`config.mk`:
```
export PLATFORM = sky130hd
export DESIGN_NAME = touch_window_detector
export DESIGN_NICKNAME = d
export VERILOG_FILES = /design/src/rtl/twt_pkg.sv /design/src/rtl/twt_ram.sv /design/src/rtl/touch_window_detector.sv
export VERILOG_INCLUDE_DIRS = /design/src /design/src/rtl
export SDC_FILE = /design/constraint.sdc
export NUM_CORES = 2
export LEC_CHECK = 0
export ABC_AREA = 1
export BUFFER_PORTS_ARGS = -buffer_cell sky130_fd_sc_hd__buf_4
export CORE_MARGIN = 5
export CORE_UTILIZATION = 55
export CTS_CLUSTER_SIZE = 25
export DETAILED_ROUTE_END_ITERATION = 8
export MAX_ROUTING_LAYER = met4
export PLACE_DENSITY = 0.77
export SLEW_MARGIN = 10
export SYNTH_ARGS = -nofsm -noshare
export SYNTH_HDL_FRONTEND = slang
export SYNTH_SLANG_ARGS = --single-unit
```
`constraint.sdc`:
```
create_clock -name clk -period 4.3 [get_ports clk]
set_clock_uncertainty 0.15 [all_clocks]
set_input_delay 0.86 -clock clk [delete_from_list [all_inputs] [get_ports clk]]
set_output_delay 0.86 -clock clk [all_outputs]
set_load 0.02 [all_outputs]
```
`src/rtl/touch_window_detector_assert.svh`:
```
// assertion macros shared by the touch window detector rtl
`ifndef TOUCH_WINDOW_DETECTOR_ASSERT_SVH
`define TOUCH_WINDOW_DETECTOR_ASSERT_SVH
`ifndef SYNTH
// checked on every rising edge of clk, off while arst_n is low
`define TWD_ASSERT(lbl, prop, msg) \
	lbl: assert property (@(posedge clk) disable iff (!arst_n) prop) else $error(msg);
// checked on every rising edge of clk, reset included
`define TWD_ASSERT_ALWAYS(lbl, prop, msg) \
	lbl: assert property (@(posedge clk) prop) else $error(msg);
`else
`define TWD_ASSERT(lbl, prop, msg)
`define TWD_ASSERT_ALWAYS(lbl, prop, msg)
`endif
`endif

```
`src/rtl/twt_pkg.sv`:
```
// constants and types of the touch window detector
package twt_pkg;

	// window layout
	localparam int BASELINE_MAX = 32;
	localparam int GAP_MAX      = 16;
	localparam int RECENT_MAX   = 16;
	localparam int WIN_DEPTH    = BASELINE_MAX + GAP_MAX + RECENT_MAX;
	localparam int AW           = (WIN_DEPTH > 1) ? $clog2(WIN_DEPTH) : 1;

	// field widths
	localparam int SAMPLE_W  = 16;
	localparam int THR_W     = 16;
	localparam int BLEN_CFG_W = 6;
	localparam int GAP_CFG_W  = 5;
	localparam int RLEN_CFG_W = 5;
	localparam int CFG_IDX_W  = 4;
	localparam int CFG_DATA_W = 16;
	localparam int POL_W      = 2;

	// lengths after clamping
	localparam int LEN_MAX = (BASELINE_MAX > RECENT_MAX) ? BASELINE_MAX : RECENT_MAX;
	localparam int LEN_W   = $clog2(LEN_MAX + 1);
	localparam int BL_W    = $clog2(BASELINE_MAX + 1);
	localparam int RL_W    = $clog2(RECENT_MAX + 1);
	localparam int GL_W    = (GAP_MAX > 0) ? $clog2(GAP_MAX + 1) : 1;
	localparam int CNT_W   = $clog2(BASELINE_MAX + RECENT_MAX + 1);

	// accumulator and divider
	localparam int SUM_W  = SAMPLE_W + LEN_W;
	localparam int DCNT_W = $clog2(SUM_W);

	// stream payloads
	localparam int IN_DATA_W  = SAMPLE_W;
	localparam int OUT_RAW_W  = 1 + POL_W + 2 * SAMPLE_W;
	localparam int OUT_DATA_W = ((OUT_RAW_W + 7) / 8) * 8;

	// register indexes
	typedef enum logic [CFG_IDX_W-1:0] {
		CFG_THRESHOLD    = 4'd0,
		CFG_BASELINE_LEN = 4'd1,
		CFG_GAP_LEN      = 4'd2,
		CFG_RECENT_LEN   = 4'd3
	} cfg_idx_t;

	// polarity codes
	typedef enum logic [POL_W-1:0] {
		POL_UNKNOWN = 2'd0,
		POL_RISE    = 2'd1,
		POL_FALL    = 2'd2
	} pol_t;

endpackage

```
`src/rtl/twt_ram.sv`:
```
// generic single write, single read ram with registered read data
module twt_ram #(
	parameter int WIDTH = 16,
	parameter int DEPTH = 64
) (
	input  logic                                   clk,
	input  logic                                   we,
	input  logic [((DEPTH > 1) ? $clog2(DEPTH) : 1)-1:0] waddr,
	input  logic [WIDTH-1:0]                       wdata,
	input  logic [((DEPTH > 1) ? $clog2(DEPTH) : 1)-1:0] raddr,
	output logic [WIDTH-1:0]                       rdata
);

	logic [WIDTH-1:0] mem [DEPTH];

	always_ff @(posedge clk) begin
		if (we) begin
			mem[waddr] <= wdata;
		end
		rdata <= mem[raddr];
	end

endmodule

```
`src/rtl/touch_window_detector.sv`:
```
// top level of the touch window detector
//
// takes one touch sample per input transfer and shifts it into a 64 entry
// window held in a ring ram. the newest recent_len samples are averaged as the
// touch level, then gap_len samples are skipped, then the next baseline_len
// samples are averaged as the baseline; both averages are floor averages. a
// touch level above baseline + threshold is a rise, one below baseline -
// threshold is a fall. the first rise or fall fixes the polarity and sets
// touched; afterwards a crossing in the fixed direction sets touched and the
// opposite crossing clears it. with tuser set the sample is only shifted in and
// the decision is left as it was, but both averages are still reported. every
// input transfer gives exactly one output transfer. window entries never
// written since reset read as zero through a fill count, so there is no
// clearing pass after reset. each item makes one ram read per window sample on
// the single read port, then two 22 step bit-serial divisions for the averages.
// a new input transfer is taken as soon as the result sits in the output
// register, even if it has not been taken yet. registers are to be written
// through the cfg port only while no item is in flight; the block itself does
// not enforce this.
`include "touch_window_detector_assert.svh"

module touch_window_detector (
	input  logic                             clk,
	input  logic                             arst_n,
	// configuration writes
	input  logic                             cfg_valid,
	output logic                             cfg_ready,
	input  logic [twt_pkg::CFG_IDX_W-1:0]    cfg_index,
	input  logic [twt_pkg::CFG_DATA_W-1:0]   cfg_data,
	// sample stream in
	input  logic                             s_axis_tvalid,
	output logic                             s_axis_tready,
	input  logic [twt_pkg::IN_DATA_W-1:0]    s_axis_tdata,  // sample
	input  logic                             s_axis_tuser,  // prime_only
	// decision stream out
	output logic                             m_axis_tvalid,
	input  logic                             m_axis_tready,
	// touched, polarity, baseline_avg, recent_avg, zero padding
	output logic [twt_pkg::OUT_DATA_W-1:0]   m_axis_tdata
);

	import twt_pkg::*;

	typedef enum logic [2:0] {
		S_IDLE,
		S_READ,
		S_DRAIN,
		S_DIV,
		S_OUT
	} state_t;

	// configuration registers
	logic [THR_W-1:0]      thr_q;
	logic [BLEN_CFG_W-1:0] blen_q;
	logic [GAP_CFG_W-1:0]  gap_q;
	logic [RLEN_CFG_W-1:0] rlen_q;

	// clamped lengths
	logic [BL_W-1:0]  b_c;
	logic [GL_W-1:0]  g_c;
	logic [RL_W-1:0]  r_c;
	logic [CNT_W-1:0] total_c;

	// control
	state_t            state_q;
	logic [AW-1:0]     head_q;
	logic [AW:0]       fill_q;
	logic              prime_q;
	logic [CNT_W-1:0]  k_q;

	// read pipeline
	logic              rd_vld_s1;
	logic              rd_rec_s1;
	logic              rd_live_s1;
	logic [AW:0]       age_w;
	logic [AW:0]       addr_sum;
	logic [AW-1:0]     rd_addr;
	logic [AW-1:0]     head_nxt;
	logic [SAMPLE_W-1:0] rdata;
	logic              last_rd;

	// accumulators and divider
	logic [SUM_W-1:0]  sum_rec_q;
	logic [SUM_W-1:0]  sum_base_q;
	logic [SUM_W-1:0]  dvd_q;
	logic [LEN_W-1:0]  rem_q;
	logic [DCNT_W-1:0] div_cnt_q;
	logic              div_base_q;
	logic [LEN_W-1:0]  divisor;
	logic [LEN_W:0]    shifted;
	logic              qbit;
	logic [LEN_W-1:0]  rem_nxt;
	logic [SUM_W-1:0]  dvd_nxt;

	// averages and decision
	logic [SAMPLE_W-1:0] rec_avg_q;
	logic [SAMPLE_W-1:0] base_avg_q;
	pol_t                pol_q;
	logic                touched_q;
	logic                rise;
	logic                fall;
	pol_t                pol_nxt;
	logic                touched_nxt;

	// output register
	logic                m_valid_q;
	logic [SAMPLE_W-1:0] out_rec_q;
	logic [SAMPLE_W-1:0] out_base_q;
	pol_t                out_pol_q;
	logic                out_touched_q;

	logic in_xfer;
	logic out_free;

	assign cfg_ready     = 1'b1;
	assign s_axis_tready = (state_q == S_IDLE);
	assign in_xfer       = s_axis_tvalid && s_axis_tready;
	assign out_free      = !m_valid_q || m_axis_tready;

	assign m_axis_tvalid = m_valid_q;
	assign m_axis_tdata  = {{(OUT_DATA_W - OUT_RAW_W){1'b0}}, out_rec_q, out_base_q,
		out_pol_q, out_touched_q};

	// register file, to be written only between items; the block does not enforce this
	always_ff @(posedge clk or negedge arst_n) begin
		if (!arst_n) begin
			thr_q  <= '0;
			blen_q <= BLEN_CFG_W'(32);
			gap_q  <= '0;
			rlen_q <= RLEN_CFG_W'(1);
		end else if (cfg_valid && cfg_ready) begin
			unique case (cfg_index)
				CFG_THRESHOLD:    thr_q  <= cfg_data[THR_W-1:0];
				CFG_BASELINE_LEN: blen_q <= cfg_data[BLEN_CFG_W-1:0];
				CFG_GAP_LEN:      gap_q  <= cfg_data[GAP_CFG_W-1:0];
				CFG_RECENT_LEN:   rlen_q <= cfg_data[RLEN_CFG_W-1:0];
				default: ;  // writes beyond the register list are dropped
			endcase
		end
	end

	// zero baseline and recent lengths act as one, all lengths saturate at their maximum
	always_comb begin
		if (blen_q == '0) begin
			b_c = BL_W'(1);
		end else if (int'(blen_q) > BASELINE_MAX) begin
			b_c = BL_W'(BASELINE_MAX);
		end else begin
			b_c = BL_W'(blen_q);
		end
		if (int'(gap_q) > GAP_MAX) begin
			g_c = GL_W'(GAP_MAX);
		end else begin
			g_c = GL_W'(gap_q);
		end
		if (rlen_q == '0) begin
			r_c = RL_W'(1);
		end else if (int'(rlen_q) > RECENT_MAX) begin
			r_c = RL_W'(RECENT_MAX);
		end else begin
			r_c = RL_W'(rlen_q);
		end
		total_c = CNT_W'(r_c) + CNT_W'(b_c);
	end

	// ring position of the k-th sample read: touch part first, then baseline
	always_comb begin
		if (k_q < CNT_W'(r_c)) begin
			age_w = (AW+1)'(k_q);
		end else begin
			age_w = (AW+1)'(k_q) + (AW+1)'(g_c);
		end
		addr_sum = (AW+1)'(head_q) + (AW+1)'(WIN_DEPTH) - age_w;
		if (addr_sum >= (AW+1)'(WIN_DEPTH)) begin
			rd_addr = AW'(addr_sum - (AW+1)'(WIN_DEPTH));
		end else begin
			rd_addr = AW'(addr_sum);
		end
		last_rd = (k_q == total_c - CNT_W'(1));
	end

	assign head_nxt = (head_q == AW'(WIN_DEPTH - 1)) ? '0 : head_q + AW'(1);

	twt_ram #(
		.WIDTH (SAMPLE_W),
		.DEPTH (WIN_DEPTH)
	) u_window (
		.clk   (clk),
		.we    (in_xfer),
		.waddr (head_nxt),
		.wdata (s_axis_tdata[SAMPLE_W-1:0]),
		.raddr (rd_addr),
		.rdata (rdata)
	);

	// one restoring division step
	always_comb begin
		divisor = div_base_q ? LEN_W'(b_c) : LEN_W'(r_c);
		shifted = {rem_q, dvd_q[SUM_W-1]};
		qbit    = (shifted >= (LEN_W+1)'(divisor));
		rem_nxt = qbit ? LEN_W'(shifted - (LEN_W+1)'(divisor)) : LEN_W'(shifted);
		dvd_nxt = {dvd_q[SUM_W-2:0], qbit};
	end

	// exact compares, one bit of headroom so nothing wraps
	always_comb begin
		rise = {1'b0, rec_avg_q} > ({1'b0, base_avg_q} + {1'b0, thr_q});
		fall = ({1'b0, rec_avg_q} + {1'b0, thr_q}) < {1'b0, base_avg_q};
		pol_nxt     = pol_q;
		touched_nxt = touched_q;
		case (pol_q)
			POL_UNKNOWN: begin
				if (rise) begin
					pol_nxt     = POL_RISE;
					touched_nxt = 1'b1;
				end else if (fall) begin
					pol_nxt     = POL_FALL;
					touched_nxt = 1'b1;
				end
			end
			POL_RISE: begin
				if (rise) begin
					touched_nxt = 1'b1;
				end else if (fall) begin
					touched_nxt = 1'b0;
				end
			end
			default: begin
				if (fall) begin
					touched_nxt = 1'b1;
				end else if (rise) begin
					touched_nxt = 1'b0;
				end
			end
		endcase
	end

	// sequencer with its registered outputs
	always_ff @(posedge clk or negedge arst_n) begin
		if (!arst_n) begin
			state_q       <= S_IDLE;
			head_q        <= '0;
			fill_q        <= '0;
			prime_q       <= 1'b0;
			k_q           <= '0;
			rd_vld_s1     <= 1'b0;
			rd_rec_s1     <= 1'b0;
			rd_live_s1    <= 1'b0;
			sum_rec_q     <= '0;
			sum_base_q    <= '0;
			dvd_q         <= '0;
			rem_q         <= '0;
			div_cnt_q     <= '0;
			div_base_q    <= 1'b0;
			rec_avg_q     <= '0;
			base_avg_q    <= '0;
			pol_q         <= POL_UNKNOWN;
			touched_q     <= 1'b0;
			m_valid_q     <= 1'b0;
			out_rec_q     <= '0;
			out_base_q    <= '0;
			out_pol_q     <= POL_UNKNOWN;
			out_touched_q <= 1'b0;
		end else begin
			rd_vld_s1 <= (state_q == S_READ);

			// output register fills at the finish step, empties on a transfer
			if ((state_q == S_OUT) && out_free) begin
				m_valid_q <= 1'b1;
			end else if (m_axis_tready) begin
				m_valid_q <= 1'b0;
			end

			// samples come back in the cycle after their address, from the registered ram read
			if (rd_vld_s1) begin
				if (rd_rec_s1) begin
					sum_rec_q <= sum_rec_q + (rd_live_s1 ? SUM_W'(rdata) : '0);
				end else begin
					sum_base_q <= sum_base_q + (rd_live_s1 ? SUM_W'(rdata) : '0);
				end
			end else if (in_xfer) begin
				sum_rec_q  <= '0;
				sum_base_q <= '0;
			end

			unique case (state_q)
				S_IDLE: begin
					if (in_xfer) begin
						head_q     <= head_nxt;
						if (fill_q != (AW+1)'(WIN_DEPTH)) begin
							fill_q <= fill_q + (AW+1)'(1);
						end
						prime_q    <= s_axis_tuser;
						k_q        <= '0;
						state_q    <= S_READ;
					end
				end
				S_READ: begin
					rd_rec_s1  <= (k_q < CNT_W'(r_c));
					rd_live_s1 <= (age_w < fill_q);
					k_q        <= k_q + CNT_W'(1);
					if (last_rd) begin
						state_q <= S_DRAIN;
					end
				end
				S_DRAIN: begin
					// the last read is a baseline sample, the touch sum is complete
					dvd_q      <= sum_rec_q;
					rem_q      <= '0;
					div_cnt_q  <= DCNT_W'(SUM_W - 1);
					div_base_q <= 1'b0;
					state_q    <= S_DIV;
				end
				S_DIV: begin
					if ((div_cnt_q == '0) && !div_base_q) begin
						// touch average done, start on the baseline sum
						rec_avg_q  <= SAMPLE_W'(dvd_nxt);
						dvd_q      <= sum_base_q;
						rem_q      <= '0;
						div_cnt_q  <= DCNT_W'(SUM_W - 1);
						div_base_q <= 1'b1;
					end else begin
						dvd_q     <= dvd_nxt;
						rem_q     <= rem_nxt;
						div_cnt_q <= div_cnt_q - DCNT_W'(1);
						if (div_cnt_q == '0) begin
							base_avg_q <= SAMPLE_W'(dvd_nxt);
							state_q    <= S_OUT;
						end
					end
				end
				S_OUT: begin
					if (out_free) begin
						if (!prime_q) begin
							pol_q         <= pol_nxt;
							touched_q     <= touched_nxt;
							out_pol_q     <= pol_nxt;
							out_touched_q <= touched_nxt;
						end else begin
							out_pol_q     <= pol_q;
							out_touched_q <= touched_q;
						end
						out_rec_q  <= rec_avg_q;
						out_base_q <= base_avg_q;
						state_q    <= S_IDLE;
					end
				end
				default: state_q <= S_IDLE;
			endcase
		end
	end

	`TWD_ASSERT(a_pol_sticky, (pol_q != POL_UNKNOWN) |=> $stable(pol_q), "polarity moved")
	`TWD_ASSERT(a_touch_needs_pol, touched_q |-> (pol_q != POL_UNKNOWN), "touched, no polarity")
	`TWD_ASSERT(a_fill_bound, fill_q <= (AW+1)'(WIN_DEPTH), "fill count beyond depth")
	`TWD_ASSERT(a_out_from_finish, $rose(m_axis_tvalid) |-> $past(state_q == S_OUT), "early result")
	`TWD_ASSERT(a_accept_starts_read, in_xfer |=> (state_q == S_READ), "read did not start")

endmodule
```
==> results.json <==
{
  "vias": 37600,
  "status": "finished clean",
  "grt_first_pass_wirelength_um": 211000,
  "syn_inst": 4551,
  "synthArstFlopShare_pct": 16.4,
  "whs_ns": 0.0853,
  "ant_nets": 0,
  "cts_root_buf": "clkbuf_16",
  "initial_core_util_pct": 55.3,
  "wl_um": 139000,
  "fillerInstances": 7217,
  "track_usage_pct": 26.3,
  "synth.avg_cell_area_um2": 11.9,
  "netlist_area_mm2": 0.0543,
  "vias_per_cell": 6.15,
  "end_kind": "flop",
  "hold_viol": 0,
  "synth_warnings": 0,
  "hold_class": "primary input to async pin",
  "finalMaxSlewViolations": 0,
  "reg2regPathDepth": 24,
  "setup_violations": 0,
  "nets": 4900,
  "cts_buffers": 119,
  "worst_pin_slew_ns": 1.02,
  "gp_congestion": 0.898,
  "rr_startpoint": "rlen_q[4]$_DFFE_PN0P_",
  "timing.final.crit_period_ns": 4.20,
  "drc_errors": 0,
  "min_period_over_period_pct": 97.6,
  "crit_arrival_ns": 4.70,
  "critPathKind": "flop to flop",
  "r2r_end": "u_window.rdata[13]$_DFF_P_",
  "die-area_mm2": 0.105,
  "drtIter0Drc": 5113,
  "cp-start-kind": "flop",
  "required_ns": 4.80,
  "core_mm2": 0.0983,
  "grt_max_degree": 100,
  "clock.fmax_ghz": 0.238,
  "synth_seq_area_share_pct": 66.6,
  "path_clk_slew_ns": 0.06,
  "tritoncts": "done",
  "die_y_um": 324,
  "synthToLayoutAreaGrowth_pct": 13.3,
  "drtPass1Iterations": 8,
  "antenna_found_initial": 2,
  "ff2ff_setup_slack_ns": 0.10,
  "grt_pass1_vias": 36300,
  "crit_path_max_fanout": 24,
  "ys_seq_elements": 1244,
  "cap_viol_max_count": 0,
  "portBuffers": 78,
  "num_rows": 115,
  "die_x_um": 324,
  "insertion_delay_ns": 0.73,
  "yosysUniqueCellTypes": 59,
  "io_pins": 85,
  "routedWlPerCell_um": 22.8,
  "drive_gt1_share_pct": 11.3,
  "htreeDepth": 3,
  "synth_edf_count": 1024,
  "clock_sinks": 1244,
  "synth-main-ff-cell": "edfxtp_1",
  "ctsLongestPathBuffers": 3,
  "overflow": 0,
  "max_slew_margin_pct": 32.0,
  "dpl.hpwl_um": 84700
}
## layout by cell type, fill, tap and decap left out, types with 8 or more instances in the layout
| master | instances |
|---|---|
| edfxtp_1 | 1024 |
| nor2_1 | 635 |
| nand2_1 | 559 |
| o21ai_0 | 431 |
| nand3_1 | 270 |
| buf_4 | 234 |
| inv_1 | 230 |
| dfrtp_1 | 201 |
| mux2i_1 | 158 |
| o221ai_1 | 144 |
| ha_1 | 132 |
| a21oi_1 | 130 |
| clkbuf_16 | 127 |
| o32ai_1 | 91 |
| o22ai_1 | 38 |
| buf_12 | 34 |
| xor2_1 | 33 |
| clkbuf_1 | 30 |
| o21ai_1 | 26 |
| clkinv_1 | 24 |
| clkinv_2 | 21 |
| nand3_2 | 19 |
| xnor2_1 | 17 |
| dfxtp_1 | 16 |
| inv_2 | 14 |
| nor3_1 | 12 |
| a31oi_1 | 12 |
| mux2_2 | 10 |
| clkbuf_8 | 10 |
| nand2_2 | 9 |
| clkinvlp_4 | 8 |
## timing repair
action | CTS | global route
hold buffers | 0 | 0
pin swaps | 1 | 6
cloned | 0 | 5
setup buffers | 1 | 6
endpoints found under the setup margin | 14 | 16
resized for setup | 7 | 59
## sequential cells by signal (all words and copies together), names as in the netlist, 2 cells and up
| name | count |
|---|---|
| blen_q | 6 |
| rlen_q | 5 |
| head_q | 6 |
| gap_q | 5 |
| out_base_q | 16 |
| fill_q | 7 |
| rem_q | 6 |
| out_pol_q | 2 |
| thr_q | 16 |
| dvd_q | 22 |
| u_window.rdata | 16 |
| div_cnt_q | 5 |
| sum_base_q | 22 |
| state_q | 3 |
| sum_rec_q | 22 |
| out_rec_q | 16 |
| u_window.mem | 1024 |
| base_avg_q | 16 |
| rec_avg_q | 16 |
| k_q | 6 |
## cells by family (layout without fill, tap and decap cells)
kind of cell / after synthesis / count (layout) / share of synthesized area, %
AND/OR/NAND/NOR: 1529 / 1529 / 11.4
other: 2 / 8 / 0.0138
XOR/XNOR: 52 / 52 / 0.838
adder cells (fa/ha/maj): 143 / 143 / 3.40
buffers and inverters: 493 / 758 / 4.13
flip-flops: 1244 / 1244 / 66.6
AO/OA/AOI/OAI: 920 / 920 / 10.5
multiplexers: 168 / 168 / 3.12
## how the worst max path moves through the flow
stage,startpoint,to,slack (ns),cells past startpoint
final,rlen_q[4]$_DFFE_PN0P_,u_window.rdata[13]$_DFF_P_,0.10,24
after CTS,rlen_q[4]$_DFFE_PN0P_,u_window.rdata[9]$_DFF_P_,0.02,22
after global placement,rlen_q[4]$_DFFE_PN0P_,u_window.rdata[2]$_DFF_P_,-0.19,22
after floorplan,rlen_q[4]$_DFFE_PN0P_,u_window.rdata[0]$_DFF_P_,0.64,22
after detailed placement,rlen_q[4]$_DFFE_PN0P_,u_window.rdata[2]$_DFF_P_,-0.18,22
after global routing,rlen_q[4]$_DFFE_PN0P_,u_window.rdata[10]$_DFF_P_,-0.07,24
## critical path: stages (launching register included)
cell     delay, ns
dfrtp_1       0.38
inv_2         0.10
nand2_2       0.09
ha_4          0.23
a21oi_2       0.12
o21ai_1       0.07
nor2_1        0.13
nand2_2       0.11
inv_1         0.08
nand2_2       0.05
nand2_2       0.07
ha_4          0.12
inv_2         0.04
fa_4          0.92
buf_12        0.18
buf_12        0.16
buf_6         0.15
o21ai_0       0.09
o32ai_1       0.17
nand2_1       0.09
nand3_1       0.16
nand3_1       0.14
nand2_1       0.11
nor2_1        0.08
a31oi_1       0.17
## stage by stage
| step | std cells | cell area [µm²] | utilization, % | TNS (ns) | setup slack, ns |
|---|---|---|---|---|---|
| after global placement | 5869 | 57200 | 58.2 | -1.09 | -0.189 |
| after detailed placement | 5869 | 57200 | 58.2 | -1.34 | -0.182 |
| after floorplan | 4555 | 54300 | - | 0 | 0.637 |
| final | 6109 | 61500 | 62.6 | 0 | 0.103 |
| after global routing | 6109 | 61500 | 62.6 | -0.185 | -0.0657 |
| after CTS | 6096 | 61100 | 62.2 | 0 | 0.0168 |
## cells in the mapped netlist, drive strengths merged, types with 5 or more instances
library cell / count / share of area, %
dfrtp: 202 / 9.3
nor4: 5 / 0.081
nand3: 289 / 2.7
a21o: 5 / 0.069
o32ai: 99 / 1.6
mux2i: 158 / 2.9
xor2: 34 / 0.55
a21oi: 131 / 1.2
mux2: 10 / 0.21
ha: 135 / 3.1
a31oi: 13 / 0.15
fa: 8 / 0.29
nand4: 5 / 0.058
o22ai: 38 / 0.44
clkbuf: 117 / 0.81
nor3: 17 / 0.19
o21ai: 458 / 4.2
nand2: 569 / 3.9
o211ai: 6 / 0.083
dfxtp: 16 / 0.59
nor2: 638 / 4.4
xnor2: 18 / 0.29
buf: 128 / 1.6
edfxtp: 1024 / 57
inv: 247 / 1.7
o221ai: 144 / 2.3
a21boi: 5 / 0.069
## layout make-up
class / count / area [µm²] / share of cell area [%]
diodes: 2 / 5.00 / 0.00813
flip-flops and latches: 1244 / 36200 / 58.8
repair buffers: 284 / 2730 / 4.43
clock inverters: 65 / 578 / 0.939
well taps: 1287 / 1610 / 2.62
clock buffers: 161 / 3290 / 5.35
multi-input cells: 2818 / 16200 / 26.3
inverters: 248 / 948 / 1.54
## routing by layer
layer	wire length [µm]	part of all wire [%]	up-vias	GRT usage, %
li1	-	-	16900	-
met1	53400	38	18300	34.6
met2	66700	48	2079	42.0
met3	15000	11	306	5.15
met4	4450	3.2	0	8.24
met5	0	0	-	-
Power is left out: the tool's default activity adds up to more than one toggle a clock period on the data nets, which glitch-free logic cannot reach.
